===== src/hw/rtl/btm_pkg.sv =====
// ----------------------------------------------------------------------------
// btm_pkg
// Shared types and constants of the binary template matcher.
// ----------------------------------------------------------------------------
package btm_pkg;

   localparam int SIDE_W = 7;
   localparam logic [SIDE_W-1:0] SIDE_RESET = 7'd64;
   localparam int N_ORIENT = 8;

   localparam logic OP_TEMPLATE = 1'b0;
   localparam logic OP_CARD     = 1'b1;

   // position control
   typedef struct packed {
      logic clear;
      logic tpl_step;
      logic card_step;
   } step_type;

   // compare stage status
   typedef struct packed {
      logic valid;
      logic last;
   } stage_type;

endpackage


===== src/hw/rtl/btm_flags.sv =====
// ----------------------------------------------------------------------------
// btm_flags
// Compare stage: checks the card pixel against the eight template reads and
// accumulates the mismatch flags of the card.
// ----------------------------------------------------------------------------
module btm_flags (
   input  logic                          clock,
   input  logic                          reset,
   input  logic                          clear,
   input  logic                          hold,
   input  logic                          card_in,
   input  logic                          last_in,
   input  logic                          pixel_in,
   input  logic [btm_pkg::N_ORIENT-1:0]  rd_data,
   output btm_pkg::stage_type            stage,
   output logic                          match
);
   import btm_pkg::*;

   logic                valid_ff, last_ff, pixel_ff;
   logic [N_ORIENT-1:0] flags_ff;
   logic [N_ORIENT-1:0] flags_in;

   assign flags_in = flags_ff | (rd_data ^ {N_ORIENT{pixel_ff}});

   always_ff @(posedge clock) begin
      if (reset || clear) begin
         valid_ff <= 1'b0;
         flags_ff <= '0;
      end else if (!hold) begin
         valid_ff <= card_in;
         if (valid_ff) begin
            flags_ff <= last_ff ? '0 : flags_in;
         end
      end
   end

   always_ff @(posedge clock) begin
      if (!hold) begin
         last_ff  <= last_in;
         pixel_ff <= pixel_in;
      end
   end

   assign stage.valid = valid_ff;
   assign stage.last  = last_ff;
   assign match       = (flags_in != {N_ORIENT{1'b1}});

endmodule


===== config.mk =====
export PLATFORM = sky130hd
export DESIGN_NAME = btm_flags
export DESIGN_NICKNAME = d
export VERILOG_FILES = /design/src/hw/rtl/btm_pkg.sv /design/src/hw/rtl/btm_flags.sv
export SDC_FILE = /design/constraint.sdc
export NUM_CORES = 1
export LEC_CHECK = 0
export BUFFER_PORTS_ARGS = -buffer_cell sky130_fd_sc_hd__buf_4
export CAP_MARGIN = 20
export CORE_AREA = 2 2 39 41
export DETAILED_ROUTE_END_ITERATION = 8
export DIE_AREA = 0 0 41 43
export GPL_ROUTABILITY_DRIVEN = 0
export PLACE_DENSITY_LB_ADDON = 0.12
export SLEW_MARGIN = 20
export SYNTH_ARGS = -nofsm -noshare
export SYNTH_HDL_FRONTEND = slang
export SYNTH_SLANG_ARGS = --single-unit
export TNS_END_PERCENT = 50

===== constraint.sdc =====
create_clock -name clock -period 1.2 [get_ports clock]
set_input_delay 0.06 -clock clock [delete_from_list [all_inputs] [get_ports clock]]
set_output_delay 0.06 -clock clock [all_outputs]
set_load 0.005 [all_outputs]

==> flow_metrics.env, run 1 <==
export IMPL_overflow=0
export IMPL_synth_distinct_cells=15
export IMPL_synth_warnings=0
export IMPL_rr_worst_depth=5
export IMPL_crit_type="reg -> out"
export IMPL_min_period_over_period_pct=147.0
export IMPL_power_leakage_uw=0.0003006
export IMPL_die_height_um=43
export IMPL_switching_share_pct=23.77
export IMPL_fmax_ghz=0.5670
export IMPL_synth_net_count=64
export IMPL_worstSetupEndpointType="output pin"
export IMPL_final_common_cell="buf_4"
export IMPL_final_hold_violation_count=0
export IMPL_synth_seq_area_share_pct=50.39
export IMPL_seqPwrFrac_pct=49.4
export IMPL_r2r_start="pixel_ff"
export IMPL_cp_max_fo=8
export IMPL_io_buffers=17
export IMPL_cts_made_buffers=3
export IMPL_synth_seq_cells=11
export IMPL_crit_end="match"
export IMPL_antenna_cells=0
export IMPL_grt_pass1_vias=386
export IMPL_switching_power_uw=187.2
export IMPL_cp_arrival_ns=1.70
export IMPL_reg2reg_to="flags_ff[5]"
export IMPL_critPathBufInv=2
export IMPL_dr_pass1_iters=1
export IMPL_violations="negative setup slack"
export IMPL_clk_latency_ns=0.26
export IMPL_syn_area_um2=476.7
export IMPL_first_iter_violations=0
export IMPL_rsz0062_at_grt="yes"
export IMPL_core_um2=1384
export IMPL_startpoint_type="flop"
export IMPL_nNetsFinal=89
export IMPL_ant_nets=0
export IMPL_slew_viol_final=0
export IMPL_crit_chain="buf_6, xor2_2, o22ai_1, or4_1, buf_4"
export IMPL_clockPowerShare_pct=31.4
export IMPL_synth_area_per_cell_um2=9.729
export IMPL_vdd_ir_drop_max_mv=0.4942
export IMPL_wl_per_cell_um=10.72
export IMPL_crit_family="simple AND/OR/NAND/NOR gates"
export IMPL_hold_worst_slack_ns=0.09335
export IMPL_clock_root_buffer="clkbuf_4"
export IMPL_worstMarginPinSlew_ns=0.2579
export IMPL_grt_use_total_pct=12.92
export IMPL_die_x_um=41
export IMPL_skew_ns=0.006458
export IMPL_p_int_uw=600.2
export IMPL_cts_buffer_depth=2
export IMPL_finalSetupViolCount=1
export IMPL_drive_above_1_share_pct=39.73
export IMPL_cts_tree="built"
export IMPL_status="finished, violations left"
export IMPL_grt_pass1_wl_um=1518
export IMPL_wirelength_um=954
export IMPL_final_cell_mix="buf_4 (19), dfxtp_1 (9), a21oi_1 (8), nor2_1 (8), xor2_2 (6)"
export IMPL_power_frac_comb_pct=19.2
export IMPL_dieArea_um2=1763
export IMPL_area_growth_pct=53.54
export IMPL_relSlewSlack_pct=82.81
export IMPL_cp_slowest_stage_delay_ns=0.52
export IMPL_required_ns=1.14
export IMPL_maxCapViolCount=0
export IMPL_viasPerCell=4.472
export IMPL_cp_slowest_cell="or4_1"
export IMPL_start_util_pct=34.45
export IMPL_grt_max_degree=9
export IMPL_rrSetupSlack_ns=0.10
export IMPL_period_needed_ns=1.764
export IMPL_synthCells=49
export IMPL_antenna_found_initial=0
export IMPL_hold_class="in -> reg"
export IMPL_vias=398
export IMPL_setup_slack_ns=-0.5638
export IMPL_cp_depth=5
export IMPL_clk_pin_slew_ns=0.06
export IMPL_drc=0
export IMPL_clock_sinks=11
export IMPL_h_tree_depth=1
export IMPL_startpoint="pixel_ff"
export IMPL_cellPowerDensity_nw_per_um2=1076
export IMPL_p_total_uw=787.4
export IMPL_core_rowCount=14
export IMPL_ios=18
## kinds of logic after synthesis
group	synth area share (%)
AND/OR/NAND/NOR	10.24
XOR/XNOR	14.70
flip-flops	50.39
multiplexers	2.100
buffers and inverters	7.084
AO/OA/AOI/OAI	15.49
## area by class of cell
cell class | instances | area, um2
Multi-Input combinational cell | 33 | 247.7
Sequential cell | 11 | 240.2
Fill cell | 134 | 651.9
Tap cell | 16 | 20.02
Clock buffer | 4 | 26.28
Inverter | 1 | 3.754
Timing Repair Buffer | 24 | 193.9
## registers in the layout, indices dropped and copies added, names as in the netlist
| register | count |
|---|---|
| valid_ff | 1 |
| flags_ff | 8 |
| last_ff | 1 |
| pixel_ff | 1 |
## per-stage QoR
stage / setup TNS (ns) / instance area (um2) / worst slack (ns) / instances / utilization, %
after floorplan: -0.1323 / 476.7 / -0.1323 / 49 / -
after global placement: -0.3341 / 616.8 / -0.3341 / 81 / 44.57
after detailed placement: -0.3427 / 616.8 / -0.3427 / 81 / 44.57
after CTS: -0.5876 / 732.0 / -0.5876 / 89 / 52.89
after global routing: -0.6661 / 732.0 / -0.6661 / 89 / 52.89
final: -0.5638 / 732.0 / -0.5638 / 89 / 52.89
## power by group through the flow
stage | combinational, uW | sequential (uW) | clock, uW
floorplan | 68.2 | 396 | 0
global placement | 124 | 397 | 0
detailed placement | 124 | 397 | 0
CTS | 154 | 389 | 263
global route | 169 | 389 | 269
finish | 152 | 389 | 247
## worst min path at each step
stage                 start  cells past startpoint       end
CTS                 card_in                      3  valid_ff
global placement    last_in                      1   last_ff
finish              card_in                      3  valid_ff
detailed placement    reset                      2  valid_ff
global route        card_in                      3  valid_ff
floorplan             reset                      1  valid_ff
## timing repair
item / CTS / global route
gates resized for setup: 7 / 0
hold buffers: 4 / 0
endpoints found under the setup margin: 1 / 1
pin swaps: 5 / 0
endpoints found under the hold margin: 3 / 0
setup buffers: 0 / 0
## routing by layer
layer / wire length [um] / share of wire [%] / vias to the layer above / track usage, %
met5: 0 / 0 / - / 0
met4: 0 / 0 / 0 / 6.000
met3: 47 / 4.9 / 0 / 3.141
met2: 450 / 47 / 12 / 18.75
met1: 457 / 48 / 172 / 17.45
li1: - / - / 214 / -
## Yosys cell counts
master / instances / share of area (%)
clkbuf_1: 1 / 0.79
inv_1: 1 / 0.79
a21oi_1: 8 / 8.4
xor2_1: 8 / 15
o22ai_1: 4 / 5.2
nor3_1: 1 / 1.0
or4_1: 1 / 1.6
mux2i_1: 1 / 2.1
a211o_1: 1 / 1.8
nor2b_1: 1 / 1.3
dfxtp_1: 9 / 38
buf_6: 1 / 2.4
edfxtp_1: 2 / 13
buf_4: 2 / 3.1
nor2_1: 8 / 6.3
## tightest hold or removal path, stage by stage
cell,delay [ns]
buf_4,0.07
mux2i_1,0.05
nor3_1,0.11
Note: power is estimated with default switching activity, not from simulation.
==> run 2, diff against run 1 <==
Settings changed: CORE_AREA 2 2 39 41 to not set, CORE_MARGIN set to 2, CORE_UTILIZATION set to 35, CTS_BUF_LIST set to sky130_fd_sc_hd__clkbuf_4, DIE_AREA 0 0 41 43 to not set.
==> flow_metrics.env, run 2 (synthesis results as in run 1) <==
export IMPL_min_to="valid_ff"
export IMPL_overflow=0
export IMPL_period_needed_ns=1.796
export IMPL_dr_pass1_iters=2
export IMPL_nNetsFinal=90
export IMPL_ant_nets=0
export IMPL_area_growth_pct=55.64
export IMPL_fmax_ghz=0.5568
export IMPL_antenna_found_initial=0
export IMPL_cts_made_buffers=3
export IMPL_drc=0
export IMPL_relSlewSlack_pct=81.35
export IMPL_wirelength_um=933
export IMPL_cp_max_fo=6
export IMPL_largest_reg_flops=8
export IMPL_cp_arrival_ns=1.74
export IMPL_ios=18
export IMPL_clk_latency_ns=0.26
export IMPL_slew_viol_final=0
export IMPL_required_ns=1.14
export IMPL_skew_ns=0.005734
export IMPL_worstMarginPinSlew_ns=0.2798
export IMPL_cts_buffer_depth=2
export IMPL_rr_worst_depth=5
export IMPL_final_common_cell="buf_4"
export IMPL_startpoint_type="flop"
export IMPL_crit_family="simple AND/OR/NAND/NOR gates"
export IMPL_place_area_um2=615.6
export IMPL_largest_register="flags_ff"
export IMPL_critPathBufInv=2
export IMPL_die_x_um=40.91
export IMPL_h_tree_depth=1
export IMPL_drive_above_1_share_pct=41.89
export IMPL_start_util_pct=37.10
export IMPL_maxCapViolCount=0
export IMPL_wl_per_cell_um=10.48
export IMPL_crit_chain="buf_6, xor2_2, o22ai_1, or4_1, buf_4"
export IMPL_core_rowCount=13
export IMPL_cellPowerDensity_nw_per_um2=1096
export IMPL_holdPathStages=3
export IMPL_worstSetupEndpointType="output pin"
export IMPL_clk_pin_slew_ns=0.06
export IMPL_power_leakage_uw=0.0003086
export IMPL_reg2reg_to="flags_ff[0]"
export IMPL_first_iter_violations=6
export IMPL_clock_sinks=11
export IMPL_grt_max_degree=9
export IMPL_cts_tree="built"
export IMPL_r2r_start="pixel_ff"
export IMPL_final_cell_mix="buf_4 (20), dfxtp_1 (9), a21oi_1 (8), nor2_1 (8), xor2_2 (6)"
export IMPL_antenna_cells=0
export IMPL_rsz0062_at_grt="yes"
export IMPL_grt_pass1_wl_um=1435
export IMPL_vdd_ir_drop_max_mv=0.6533
export IMPL_cp_slowest_stage_delay_ns=0.51
export IMPL_grt_pass1_vias=359
export IMPL_violations="negative setup slack"
export IMPL_clock_root_buffer="clkbuf_4"
export IMPL_final_hold_violation_count=0
export IMPL_grt_use_total_pct=13.88
export IMPL_n_fill_cell=124
export IMPL_rrSetupSlack_ns=0.06
export IMPL_finalSetupViolCount=1
export IMPL_crit_type="reg -> out"
export IMPL_min_period_over_period_pct=149.7
export IMPL_hp_start="card_in"
export IMPL_viasPerCell=4.506
export IMPL_dieArea_um2=1673
export IMPL_vias=401
export IMPL_die_height_um=40.91
export IMPL_cp_slowest_cell="or4_1"
export IMPL_hold_class="in -> reg"
export IMPL_setup_slack_ns=-0.5961
export IMPL_core_um2=1285
export IMPL_io_buffers=17
export IMPL_status="finished, violations left"
export IMPL_final_util_pct=57.74
export IMPL_stdcell_area_um2=742.0
[run 2: how the worst max path moves through the flow]
stage	start	to	slack, ns	depth (start not counted)
after floorplan	pixel_ff	match	-0.13	4
after global placement	pixel_ff	match	-0.32	5
after detailed placement	pixel_ff	match	-0.32	5
after CTS	pixel_ff	match	-0.60	5
after global routing	pixel_ff	match	-0.67	5
final	pixel_ff	match	-0.60	5
[run 2: power by group]
part	total [uW]	switching [uW]	internal [uW]	leakage, uW
Combinational	155	64.7	90.5	0.000198
Sequential	389	4.49	385	0.0000922
Clock	269	118	151	0.0000184
[run 2: metrics by stage]
stage          cells  setup TNS [ns]  hold slack [ns]  worst slack [ns]  power, uW
5_1_grt           89         -0.6720           0.1041           -0.6720      860.0
3_3_place_gp      80         -0.3202           0.2386           -0.3202      517.4
2_1_floorplan     49         -0.1323           0.1368           -0.1323      464.2
4_1_cts           88         -0.5963          0.09458           -0.5963      815.6
6_report          89         -0.5961          0.09195           -0.5961      813.1
3_5_place_dp      80         -0.3223           0.2396           -0.3223      517.3
[run 2: final cells by class]
cell class | count | area, um2 | share of cell area (%)
multi-input cells | 33 | 247.7 | 33.39
clock buffers | 4 | 30.03 | 4.047
inverters | 1 | 3.754 | 0.5059
repair buffers | 25 | 201.4 | 27.15
well taps | 15 | 18.77 | 2.530
flip-flops and latches | 11 | 240.2 | 32.38
[run 2: tightest hold or removal path, cell delays in order]
cell and delay, ns:
buf_4 0.07, mux2i_1 0.05, nor3_1 0.12
[run 2: layer usage]
| metal | global-route usage [%] | vias to the layer above | part of all wire [%] |
|---|---|---|---|
| li1 | - | 212 | - |
| met3 | 9.783 | 0 | 7.4 |
| met5 | 0 | - | 0 |
| met1 | 16.27 | 177 | 45 |
| met2 | 21.88 | 12 | 47 |
| met4 | 0 | 0 | 0 |
[run 2: what timing repair did]
item	in CTS	in global routing
setup buffers	0	1
hold endpoints to repair	3	0
pin swaps	0	2
hold buffers	4	0
endpoints found under the setup margin	1	1
resized for setup	6	1
