<file path="src/hw/rtl/btm_pkg.sv">
// ----------------------------------------------------------------------------
// btm_pkg
// Shared types and constants of the binary template matcher.
// ----------------------------------------------------------------------------
package btm_pkg;

   localparam int SIDE_W = 7;
   localparam logic [SIDE_W-1:0] SIDE_RESET = 7'd64;
   localparam int N_ORIENT = 8;

   localparam logic OP_TEMPLATE = 1'b0;
   localparam logic OP_CARD     = 1'b1;

   // position control
   typedef struct packed {
      logic clear;
      logic tpl_step;
      logic card_step;
   } step_type;

   // compare stage status
   typedef struct packed {
      logic valid;
      logic last;
   } stage_type;

endpackage

</file>
<file path="src/hw/rtl/btm_pos.sv">
// ----------------------------------------------------------------------------
// btm_pos
// Raster position counters for template writes and card reads.
// ----------------------------------------------------------------------------
module btm_pos #(
   parameter int MAX_SIDE = 64
) (
   input  logic                          clock,
   input  logic                          reset,
   input  btm_pkg::step_type             step,
   input  logic [$clog2(MAX_SIDE)-1:0]   last_idx,
   output logic [$clog2(MAX_SIDE)-1:0]   tpl_row,
   output logic [$clog2(MAX_SIDE)-1:0]   tpl_col,
   output logic [$clog2(MAX_SIDE)-1:0]   card_row,
   output logic [$clog2(MAX_SIDE)-1:0]   card_col,
   output logic                          card_last
);
   import btm_pkg::*;

   localparam int CW = $clog2(MAX_SIDE);

   logic [CW-1:0] tpl_row_ff, tpl_col_ff, card_row_ff, card_col_ff;
   logic [CW-1:0] tpl_row_in, tpl_col_in, card_row_in, card_col_in;

   always_comb begin
      tpl_row_in  = tpl_row_ff;
      tpl_col_in  = tpl_col_ff;
      card_row_in = card_row_ff;
      card_col_in = card_col_ff;
      if (step.tpl_step) begin
         if (tpl_col_ff == last_idx) begin
            tpl_col_in = '0;
            // wrap to the start after the last template pixel
            tpl_row_in = (tpl_row_ff == last_idx) ? '0 : tpl_row_ff + 1'b1;
         end else begin
            tpl_col_in = tpl_col_ff + 1'b1;
         end
      end
      if (step.card_step) begin
         if (card_col_ff == last_idx) begin
            card_col_in = '0;
            card_row_in = (card_row_ff == last_idx) ? '0 : card_row_ff + 1'b1;
         end else begin
            card_col_in = card_col_ff + 1'b1;
         end
      end
   end

   always_ff @(posedge clock) begin
      if (reset || step.clear) begin
         tpl_row_ff  <= '0;
         tpl_col_ff  <= '0;
         card_row_ff <= '0;
         card_col_ff <= '0;
      end else begin
         tpl_row_ff  <= tpl_row_in;
         tpl_col_ff  <= tpl_col_in;
         card_row_ff <= card_row_in;
         card_col_ff <= card_col_in;
      end
   end

   assign tpl_row   = tpl_row_ff;
   assign tpl_col   = tpl_col_ff;
   assign card_row  = card_row_ff;
   assign card_col  = card_col_ff;
   assign card_last = (card_row_ff == last_idx) && (card_col_ff == last_idx);

endmodule

</file>
<file path="config.mk">
export PLATFORM = sky130hd
export DESIGN_NAME = btm_pos
export DESIGN_NICKNAME = d
export VERILOG_FILES = /design/src/hw/rtl/btm_pkg.sv /design/src/hw/rtl/btm_pos.sv
export SDC_FILE = /design/constraint.sdc
export NUM_CORES = 1
export LEC_CHECK = 0
export ABC_AREA = 1
export BUFFER_PORTS_ARGS = -buffer_cell sky130_fd_sc_hd__buf_4
export CAP_MARGIN = 20
export CORE_MARGIN = 1.5
export CORE_UTILIZATION = 45
export DETAILED_ROUTE_END_ITERATION = 6
export HOLD_SLACK_MARGIN = 0.15
export PLACE_DENSITY = 0.71
export SKIP_LAST_GASP = 1
export SYNTH_ARGS = -nofsm -noshare
export SYNTH_HDL_FRONTEND = slang
export SYNTH_SLANG_ARGS = --single-unit
</file>
<file path="constraint.sdc">
create_clock -name clock -period 1.1 [get_ports clock]
set_input_delay 0.11 -clock clock [delete_from_list [all_inputs] [get_ports clock]]
set_output_delay 0.11 -clock clock [all_outputs]
set_load 0.03 [all_outputs]
</file>
==> Flow_metrics.wiki, run 1 <==
{| class="wikitable"
! Metric !! Value
|-
| TritonCTS clock tree || done
|-
| Avg Cell Area, Syn || 6.14 um2
|-
| Remaining design rule violation count || 0
|-
| Global router's overall resource usage || 0.273
|-
| Detailed-placement wirelength estimate || 3360 um
|-
| Cell area after layout || between 2000 and 3000 um2
|-
| Biggest cell delay along the critical path || 0.39 ns
|-
| Final setup violating endpoints || 29
|-
| Violation count after the first detailed-routing iteration || 246
|-
| CTS H-tree depth || 1
|-
| Worst reg-to-reg setup slack || -0.47 ns
|-
| Leading cell types in the layout, fill and taps excluded || nand2_1 (84), buf_4 (49), buf_6 (46), nor2_1 (23), dfxtp_4 (21)
|-
| CP startpoint kind || flop
|-
| Max frequency || 0.637 GHz
|-
| Root Driver || clkbuf_4
|-
| Dominant register cell in the synthesized netlist || dfxtp_1
|-
| Worst hold path startpoint || step[2]
|-
| Slack of the critical path || -0.470 ns
|-
| Static leakage || 1.41 nW
|-
| Setup TNS || -7.84 ns
|-
| Worst-case setup slack after placement || -0.169 ns
|-
| Initial core utilization || 0.475
|-
| Unrepaired setup endpoints after global routing || true
|-
| Number of antenna violations at the first check in global routing || 0
|-
| Violated checks || negative setup slack
|-
| Number of violations of the max-capacitance limit || 0
|-
| Shortest clock period the worst path allows after layout || 1.57 ns
|-
| Area of the mapped netlist || 1610 um2
|-
| Worst Max-Slew Pin Slew || about 0.33 ns
|-
| Tightest slew margin relative to the limit || 0.776
|-
| Row Count || 21
|-
| Sink of the worst hold path || card_row[0]$_SDFFE_PP0P_
|-
| Nets in the synthesized netlist || 277
|-
| Master of the slowest instance on the critical path || dfxtp_4
|-
| FF/Latch Area || 563 um2
|-
| Type of the tightest min-delay check || in -> reg
|-
| Most common library cell in the layout ignoring fill and taps || nand2_1
|-
| Total via count after detailed routing || between 2000 and 2500
|-
| Finished Layout Cells || 411
|-
| Diodes inserted || 0
|-
| Die height || 62.8 um
|-
| Ratio of cells with drive above 1 in the final layout || 0.562
|-
| Final Slew Violations || 0
|-
| Async set-reset flop share out of synthesis || 0
|-
| WL per Instance || 16.9 um
|-
| Placed standard-cell area || 2400 um2
|-
| Nets@finish || 381
|-
| Result of the run || finished, violations left
|-
| Vias per std cell || ~5.3
|-
| Combined area of the multi-input logic cells || 1220 um2
|-
| Maximum number of pins on one net before global-route repair || 14
|-
| Arrival time at the worst endpoint || 1.84 ns
|-
| Final estimated routing congestion in global placement || 0.851
|-
| Type of element capturing the critical path || flop
|-
| Category of the most critical setup path || reg -> reg
|-
| Number of hold-slack violations in the final timing report || 0
|-
| GRT overflow || 0
|-
| Clock buffer depth || 2
|-
| DRT Wirelength || 6950 um
|-
| Part of the cycle the worst path needs || 1.43
|-
| Register area share after synthesis || 0.299
|-
| Floorplan die area || 3940 um2
|-
| Gate Count Post-Synth || 262
|-
| Floorplan core area || around 3400 um2
|-
| Filler cell count || 162
|-
| Utilization after layout || 0.883
|-
| Die span in x || 62.8 um
|-
| Cells after DPL || 384
|-
| Antenna Nets Post-Route || 0
|-
| Clk sink count || 24
|-
| End of the worst register-to-register path || card_row[3]$_SDFFE_PP0P_
|-
| Worst-path fanout max || 8
|-
| Global-route wire length before repair || 8370 um
|-
| Hold slack || 0.149 ns
|-
| I/O Buffers || 35
|-
| Count of synthesis-stage warnings from yosys || 0
|-
| Number of enable flip-flop cells after synthesis || 0
|-
| Count of state elements after synthesis || 24
|-
| Data required, critical path || 1.37 ns
|-
| Clock-pin slew of the registers on the worst-case setup and hold paths || about 0.15 ns
|-
| Num CTS Buffers || 3
|-
| Library cells used by synthesis || 24
|-
| Count of cells along the worst hold path || 5
|-
| Relative area change from synthesis to final layout || 86.0%
|-
| Beginning of the worst register-to-register path || card_col[3]$_SDFFE_PP0P_
|-
| Dominant delay contributor by cell family on the critical path || simple AND/OR/NAND/NOR gates
|-
| Power density normalized to cell area || 588 nW/um2
|-
| Total iterations of the first detailed-routing run || 5
|-
| Vias in the first global route || ~1800
|-
| Worst-Skew Late Latency || 0.35 ns
|-
| Reg2reg path depth || 11
|-
| Total power after layout || between 1.5 and 2 mW
|-
| Largest voltage drop on the vdd net || 0.000411 V
|-
| Cells along the critical path || inv_2 > nand2_2 > nand2_2 > nor2_4 > buf_6 > buf_6 > nand4_4 > nand2_4 > nand2_1 > nand2_1 > inv_1
|-
| Count of buffer and inverter cells on the critical path || 4
|-
| Worst Skew || 0.0110 ns
|-
| Total I/O pin count || 36
|}
cell usage after synthesis, types with 2 or more instances:
master / number / area (um2)
a21oi_1: 7 / 35.0
dfxtp_1: 24 / 480
ha_1: 4 / 50.1
inv_1: 31 / 116
inv_2: 5 / 18.8
nand2_1: 103 / 387
nand2_2: 2 / 12.5
nand3_1: 14 / 70.1
nand4_1: 2 / 12.5
nand4_2: 2 / 25.0
nor2_1: 31 / 116
nor2_2: 8 / 50.1
nor2_4: 2 / 22.5
nor3_1: 3 / 15.0
o21ai_0: 2 / 10.0
o21ai_1: 2 / 10.0
xor2_1: 13 / 114
tightest hold or removal path: stages:
cell     delay, ns
buf_4         0.08
nor2_2        0.03
buf_4         0.16
nand2_1       0.07
nor2_1        0.03
flip-flops by register name (all words and copies together), names as in the netlist:
name,count
tpl_row,6
tpl_col,6
card_row,6
card_col,6
worst max path at each step:
stage,startpoint,end,slack (ns),cells after the start
5_1_grt,card_col[3]$_SDFFE_PP0P_,card_row[3]$_SDFFE_PP0P_,-0.50,11
2_1_floorplan,card_col[0]$_SDFFE_PP0P_,card_row[2]$_SDFFE_PP0P_,-0.13,9
4_1_cts,card_col[1]$_SDFFE_PP0P_,card_last,-0.38,7
6_report,card_col[3]$_SDFFE_PP0P_,card_row[3]$_SDFFE_PP0P_,-0.47,11
3_3_place_gp,card_row[0]$_SDFFE_PP0P_,card_last,-0.11,7
3_5_place_dp,card_col[5]$_SDFFE_PP0P_,card_row[3]$_SDFFE_PP0P_,-0.17,9
repair_timing:
action	in CTS	in global routing
endpoints found under the setup margin	45	47
pin swaps	16	28
resized for setup	47	53
buffers inserted	12	8
endpoints found under the hold margin	4	0
hold buffers	4	0
gates cloned	0	1
cells by family after synthesis:
group | synth area share
DFF | 0.299
AOI/OAI and AO/OA | 0.0389
and+or+nand+nor | 0.461
xor gates and xnor gates | 0.0762
adders and majority gates | 0.0311
buffers and inverters | 0.0941
routing by layer:
layer,share of wire,vias to the layer above,track usage
li1,-,1005,-
met1,0.39,1010,0.353
met2,0.48,138,0.460
met3,0.076,35,0.0396
met4,0.054,0,0.106
met5,0,-,0
power by group:
| group | internal, mW | switching [mW] |
|---|---|---|
| registers | 0.829 | 0.00924 |
| clock network | 0.204 | 0.317 |
| logic | 0.162 | 0.239 |
| total | 1.19 | 0.566 |
area by class of cell:
class	count	share of cell area
well taps	46	0.0192
clock buffers	4	0.0121
flip-flops and latches	24	0.188
inverters	36	0.0468
repair buffers	101	0.325
multi-input cells	200	0.408
No activity file was read; power rests on OpenSTA's default activity.
==> run 2, diff against run 1 <==
BUFFER_PORTS_ARGS = -buffer_cell sky130_fd_sc_hd__buf_2   (was -buffer_cell sky130_fd_sc_hd__buf_4)
RECOVER_POWER = 50   (was default)
==> Flow_metrics.wiki, run 2 (synthesis results as in run 1) <==
{| class="wikitable"
! Metric !! Value
|-
| Num CTS Buffers || 3
|-
| Max frequency || 0.633 GHz
|-
| Placed standard-cell area || 2310 um2
|-
| Unrepaired setup endpoints after global routing || true
|-
| Worst-path fanout max || 3
|-
| CP startpoint kind || flop
|-
| Final estimated routing congestion in global placement || ~0.91
|-
| Global-route wire length before repair || 8140 um
|-
| Cells after DPL || between 300 and 400
|-
| Number of violations of the max-capacitance limit || 0
|-
| Utilization after layout || 0.881
|-
| Maximum number of pins on one net before global-route repair || 14
|-
| Violation count after the first detailed-routing iteration || 148
|-
| Clock buffer depth || 2
|-
| Cell area after layout || 2990 um2
|-
| Hold slack || between 0.15 and 0.2 ns
|-
| Total I/O pin count || 36
|-
| Static leakage || between 1 and 1.5 nW
|-
| WL per Instance || roughly 17 um
|-
| Row Count || 21
|-
| Most common library cell in the layout ignoring fill and taps || nand2_1
|-
| Number of hold-slack violations in the final timing report || 0
|-
| GRT overflow || 0
|-
| Setup TNS || -7.03 ns
|-
| Finished Layout Cells || 403
|-
| Final setup violating endpoints || 28
|-
| Remaining design rule violation count || 0
|-
| Antenna Nets Post-Route || 0
|-
| Total via count after detailed routing || between 2000 and 2500
|-
| Data required, critical path || just under 1 ns
|-
| Detailed-placement wirelength estimate || about 3300 um
|-
| Diodes inserted || 0
|-
| Number of antenna violations at the first check in global routing || 0
|-
| Part of the cycle the worst path needs || 1.44
|-
| Leading cell types in the layout, fill and taps excluded || nand2_1 (83), buf_6 (44), buf_4 (32), dfxtp_4 (21)
|-
| Largest voltage drop on the vdd net || 0.000534 V
|-
| Vias per std cell || 5.37
|-
| Total power after layout || 1.72 mW
|-
| Total iterations of the first detailed-routing run || 5
|-
| Slack of the critical path || -0.479 ns
|-
| Relative area change from synthesis to final layout || 85.5%
|-
| Vias in the first global route || 1807
|-
| Arrival time at the worst endpoint || roughly 1.5 ns
|-
| Global router's overall resource usage || 0.257
|-
| Worst hold path startpoint || reset
|-
| I/O Buffers || 35
|-
| Worst Skew || 0.00156 ns
|-
| CTS H-tree depth || 1
|-
| Power density normalized to cell area || 578 nW/um2
|-
| Category of the most critical setup path || reg -> out
|-
| Initial core utilization || 0.475
|-
| Type of element capturing the critical path || output pin
|-
| Worst-Skew Late Latency || roughly 0.33 ns
|-
| Die span in x || 62.8 um
|-
| Result of the run || finished, violations left
|-
| Clock-pin slew of the registers on the worst-case setup and hold paths || around 0.15 ns
|-
| Type of the tightest min-delay check || in -> reg
|-
| Nets@finish || 373
|-
| Die height || 62.8 um
|-
| Tightest slew margin relative to the limit || 0.821
|-
| DRT Wirelength || approximately 6700 um
|-
| Floorplan die area || roughly 3900 um2
|-
| Floorplan core area || between 3000 and 4000 um2
|-
| Violated checks || negative setup slack
|-
| Worst Max-Slew Pin Slew || 0.268 ns
|-
| Ratio of cells with drive above 1 in the final layout || 0.594
|-
| Worst-case setup slack after placement || -0.168 ns
|-
| Shortest clock period the worst path allows after layout || 1.58 ns
|-
| Worst setup path startpoint || card_row[4]$_SDFFE_PP0P_
|-
| Final Slew Violations || 0
|-
| Beginning of the worst register-to-register path || card_col[4]$_SDFFE_PP0P_
|-
| Clk sink count || 24
|-
| Root Driver || clkbuf_4
|-
| Worst reg-to-reg setup slack || -0.40 ns
|-
| TritonCTS clock tree || done
|}
run 2: cell types whose count changed in the layout (fill, tap and decap cells not counted), moves of 5 or more:
cell / change
buf_2: +11
buf_4: -17
nor2_4: +6
nor2_2: +5
nor2_1: -11
run 2: path summary, 6_finish.rpt:
kind / cells past startpoint / end
min reg2reg: 2 / tpl_col[0]$_SDFFE_PP0P_
min: 5 / card_row[1]$_SDFFE_PP0P_
max reg2reg: 11 / card_row[2]$_SDFFE_PP0P_
max: 7 / card_last
run 2: report_power, final:
part,switching (mW),total (mW),internal (mW)
clock network,0.309,0.511,0.203
registers,0.0105,0.839,0.829
logic,0.232,0.374,0.141
total,0.552,1.72,1.17
run 2: area by class of cell:
| type | instances | area [um2] |
|---|---|---|
| Multi-Input combinational cell | 200 | 1320 |
| Timing Repair Buffer | 93 | 876 |
| Sequential cell | 24 | 563 |
| Fill cell | 149 | 404 |
| Inverter | 36 | 138 |
| Tap cell | 46 | 57.6 |
| Clock buffer | 4 | 36.3 |
run 2: routing by layer:
layer,up-vias,track usage,routed length (um)
li1,997,-,-
met1,1008,0.342,2630
met2,125,0.435,3330
met3,36,0.0270,462
met4,0,0.0861,278
met5,-,0,0
run 2: what timing repair did:
item,CTS,global route
setup endpoints to repair,44,46
pin swaps,13,36
setup buffers,8,6
hold endpoints to repair,2,0
cloned,0,1
gates resized for setup,54,85
hold buffers,1,0
run 2: critical path: stages (launching register included):
cell,delay (ns)
dfxtp_4,0.40
inv_1,0.06
nand2_1,0.08
nand2_1,0.07
nor2_2,0.13
nand3_2,0.14
nor2_4,0.12
buf_6,0.14
==> run 3, diff against run 2 <==
CORE_UTILIZATION = 48   (was 45)
PLACE_DENSITY = 0.83   (was 0.71)
==> Flow_metrics.wiki, run 3 (synthesis results as in run 1) <==
{| class="wikitable"
! Metric !! Value
|-
| Category of the most critical setup path || reg -> out
|-
| Die span in x || 60.9 um
|-
| Part of the cycle the worst path needs || 1.50
|-
| Biggest cell delay along the critical path || 0.41 ns
|-
| Initial core utilization || 0.514
|-
| Count of buffer and inverter cells on the critical path || 2
|-
| Worst Skew || 0.00361 ns
|-
| Sink of the worst hold path || card_row[0]$_SDFFE_PP0P_
|-
| Type of element capturing the critical path || output pin
|-
| Number of antenna violations at the first check in global routing || 0
|-
| Antenna Nets Post-Route || 0
|-
| Diodes inserted || 0
|-
| I/O Buffers || 35
|-
| Tightest slew margin relative to the limit || 0.811
|-
| Slack of the critical path || -0.547 ns
|-
| Clock buffer depth || 2
|-
| Number of hold-slack violations in the final timing report || 0
|-
| Result of the run || finished, violations left
|-
| Detailed-placement wirelength estimate || 3420 um
|-
| Dominant delay contributor by cell family on the critical path || simple AND/OR/NAND/NOR gates
|-
| Power share of the clock group || 0.295
|-
| Nets@finish || 379
|-
| Ratio of cells with drive above 1 in the final layout || 0.603
|-
| Num CTS Buffers || 3
|-
| Root Driver || clkbuf_4
|-
| Maximum number of pins on one net before global-route repair || 14
|-
| Die height || ~61 um
|-
| Final estimated routing congestion in global placement || around 0.8
|-
| Data required, critical path || 0.99 ns
|-
| TritonCTS clock tree || done
|-
| Max frequency || slightly above 0.6 GHz
|-
| Final setup violating endpoints || 37
|-
| Power density normalized to cell area || 604 nW/um2
|-
| Violated checks || negative setup slack
|-
| Count of cells along the worst hold path || 5
|-
| Global router's overall resource usage || 0.359
|-
| Worst-Skew Late Latency || 0.35 ns
|-
| Row Count || 20
|-
| Relative area change from synthesis to final layout || 85.4%
|-
| Clk sink count || 24
|-
| Largest voltage drop on the vdd net || 0.000601 V
|-
| Total internal power || 1.18 mW
|-
| WL per Instance || between 20 and 25 um
|-
| Final Slew Violations || 0
|-
| Clock-pin slew of the registers on the worst-case setup and hold paths || roughly 0.15 ns
|-
| Shortest clock period the worst path allows after layout || 1.65 ns
|-
| Worst-path fanout max || 3
|-
| Floorplan core area || approximately 3100 um2
|-
| Unrepaired setup endpoints after global routing || true
|-
| Type of the tightest min-delay check || in -> reg
|-
| Floorplan die area || 3710 um2
|-
| Sequential cell fraction of total power || 0.464
|-
| Arrival time at the worst endpoint || 1.54 ns
|-
| Relative contribution of combinational cells to total power || 0.240
|-
| Total via count after detailed routing || 2612
|-
| Global-route wire length before repair || 9630 um
|-
| Filler cell count || 81
|-
| CP startpoint kind || flop
|-
| Critical Path Most Common Cell || nor2_4
|-
| Total iterations of the first detailed-routing run || 6
|-
| Most common library cell in the layout ignoring fill and taps || nand2_1
|-
| DRT Wirelength || 9700 um
|-
| Switching power of the nets || between 0.6 and 0.7 mW
|-
| Remaining design rule violation count || 0
|-
| Total power after layout || 1.80 mW
|-
| Violation count after the first detailed-routing iteration || 505
|-
| Total I/O pin count || 36
|-
| Static leakage || 1.38 nW
|-
| Leading cell types in the layout, fill and taps excluded || nand2_1 (75), buf_6 (44), buf_4 (35), nand2_2 (27), dfxtp_4 (22)
|-
| Worst Max-Slew Pin Slew || 0.282 ns
|-
| Setup TNS || -9.91 ns
|-
| GRT overflow || 0
|-
| Vias in the first global route || 2123
|-
| CTS H-tree depth || 1
|-
| Switching power share of the total || 0.344
|-
| Vias per std cell || 6.42
|-
| Cells along the critical path || inv_2 > nand2_1 > nand2_2 > nor2_4 > nand3_4 > nor2_4 > buf_6
|-
| Reg2reg path depth || 9
|-
| Master of the slowest instance on the critical path || dfxtp_4
|-
| Worst reg-to-reg setup slack || -0.49 ns
|-
| End of the worst register-to-register path || tpl_row[2]$_SDFFE_PP0P_
|-
| Beginning of the worst register-to-register path || tpl_row[2]$_SDFFE_PP0P_
|-
| Worst hold path startpoint || step[2]
|-
| Number of violations of the max-capacitance limit || 0
|}
==> run 3: changes by cell type in the layout (fill, tap and decap cells not counted), moves of 2 or more <==
cell / delta
nand2_1: -8
nor3_1: -2
nor3_2: +2
buf_4: +3
inv_4: +2
ha_4: -2
buf_2: +2
nor2_1: +4
nand2_2: +8
nor2_4: -5
inv_2: -3
ha_1: +2
==> run 3: worst max-delay path by stage <==
stage                             start                  endpoint  cells after the start
6_report       card_col[2]$_SDFFE_PP0P_                 card_last                      7
2_1_floorplan  card_col[0]$_SDFFE_PP0P_  card_row[2]$_SDFFE_PP0P_                      9
3_5_place_dp                last_idx[0]                 card_last                      8
3_3_place_gp                last_idx[0]                 card_last                      8
4_1_cts        card_col[3]$_SDFFE_PP0P_                 card_last                      7
5_1_grt        card_col[2]$_SDFFE_PP0P_  card_col[5]$_SDFFE_PP0P_                      8
==> run 3: power by group through the flow <==
stage	clock [mW]	sequential (mW)	combinational, mW
2_1_floorplan	0	0.869	0.147
3_3_place_gp	0	0.856	0.257
3_5_place_dp	0	0.856	0.263
4_1_cts	0.519	0.836	0.307
5_1_grt	0.550	0.837	0.445
6_report	0.532	0.837	0.433
==> run 3: per-layer routing <==
metal | global-route usage | share of wire | vias up
met5 | 0 | 0 | -
met4 | 0.217 | 0.11 | 0
met3 | 0.0512 | 0.15 | 115
met2 | 0.627 | 0.42 | 351
met1 | 0.412 | 0.33 | 1149
li1 | - | - | 997
==> run 3: repair_timing <==
action | in CTS | in global routing
hold buffers | 2 | 0
resized for setup | 52 | 86
buffers inserted | 11 | 13
pin swaps | 19 | 34
endpoints found under the hold margin | 2 | 0
gates cloned | 1 | 0
endpoints found under the setup margin | 41 | 43
==> run 3: through the flow <==
stage,area [um2],std cells,utilization,hold slack (ns),setup WS (ns)
global route,2980,407,0.954,0.167,-0.712
global placement,2290,379,0.732,0.435,-0.171
floorplan,1760,262,-,0.242,-0.131
finish,2980,407,0.954,0.160,-0.547
CTS,2630,397,0.840,0.110,-0.400
detailed placement,2290,379,0.732,0.443,-0.188
==> run 3: cell type report <==
type | instances | area [um2] | share of cell area
timing repair buffer | 99 | 903 | 0.303
inverter | 36 | 143 | 0.0478
clock buffer | 4 | 36.3 | 0.0122
sequential | 24 | 566 | 0.190
tap | 44 | 55.1 | 0.0185
multi-input combinational | 200 | 1280 | 0.429
==> run 3: tightest hold or removal path: cells and delay by family <==
family,cells,cell delay [ns]
buf+inv,2,0.24
simple gates,3,0.14
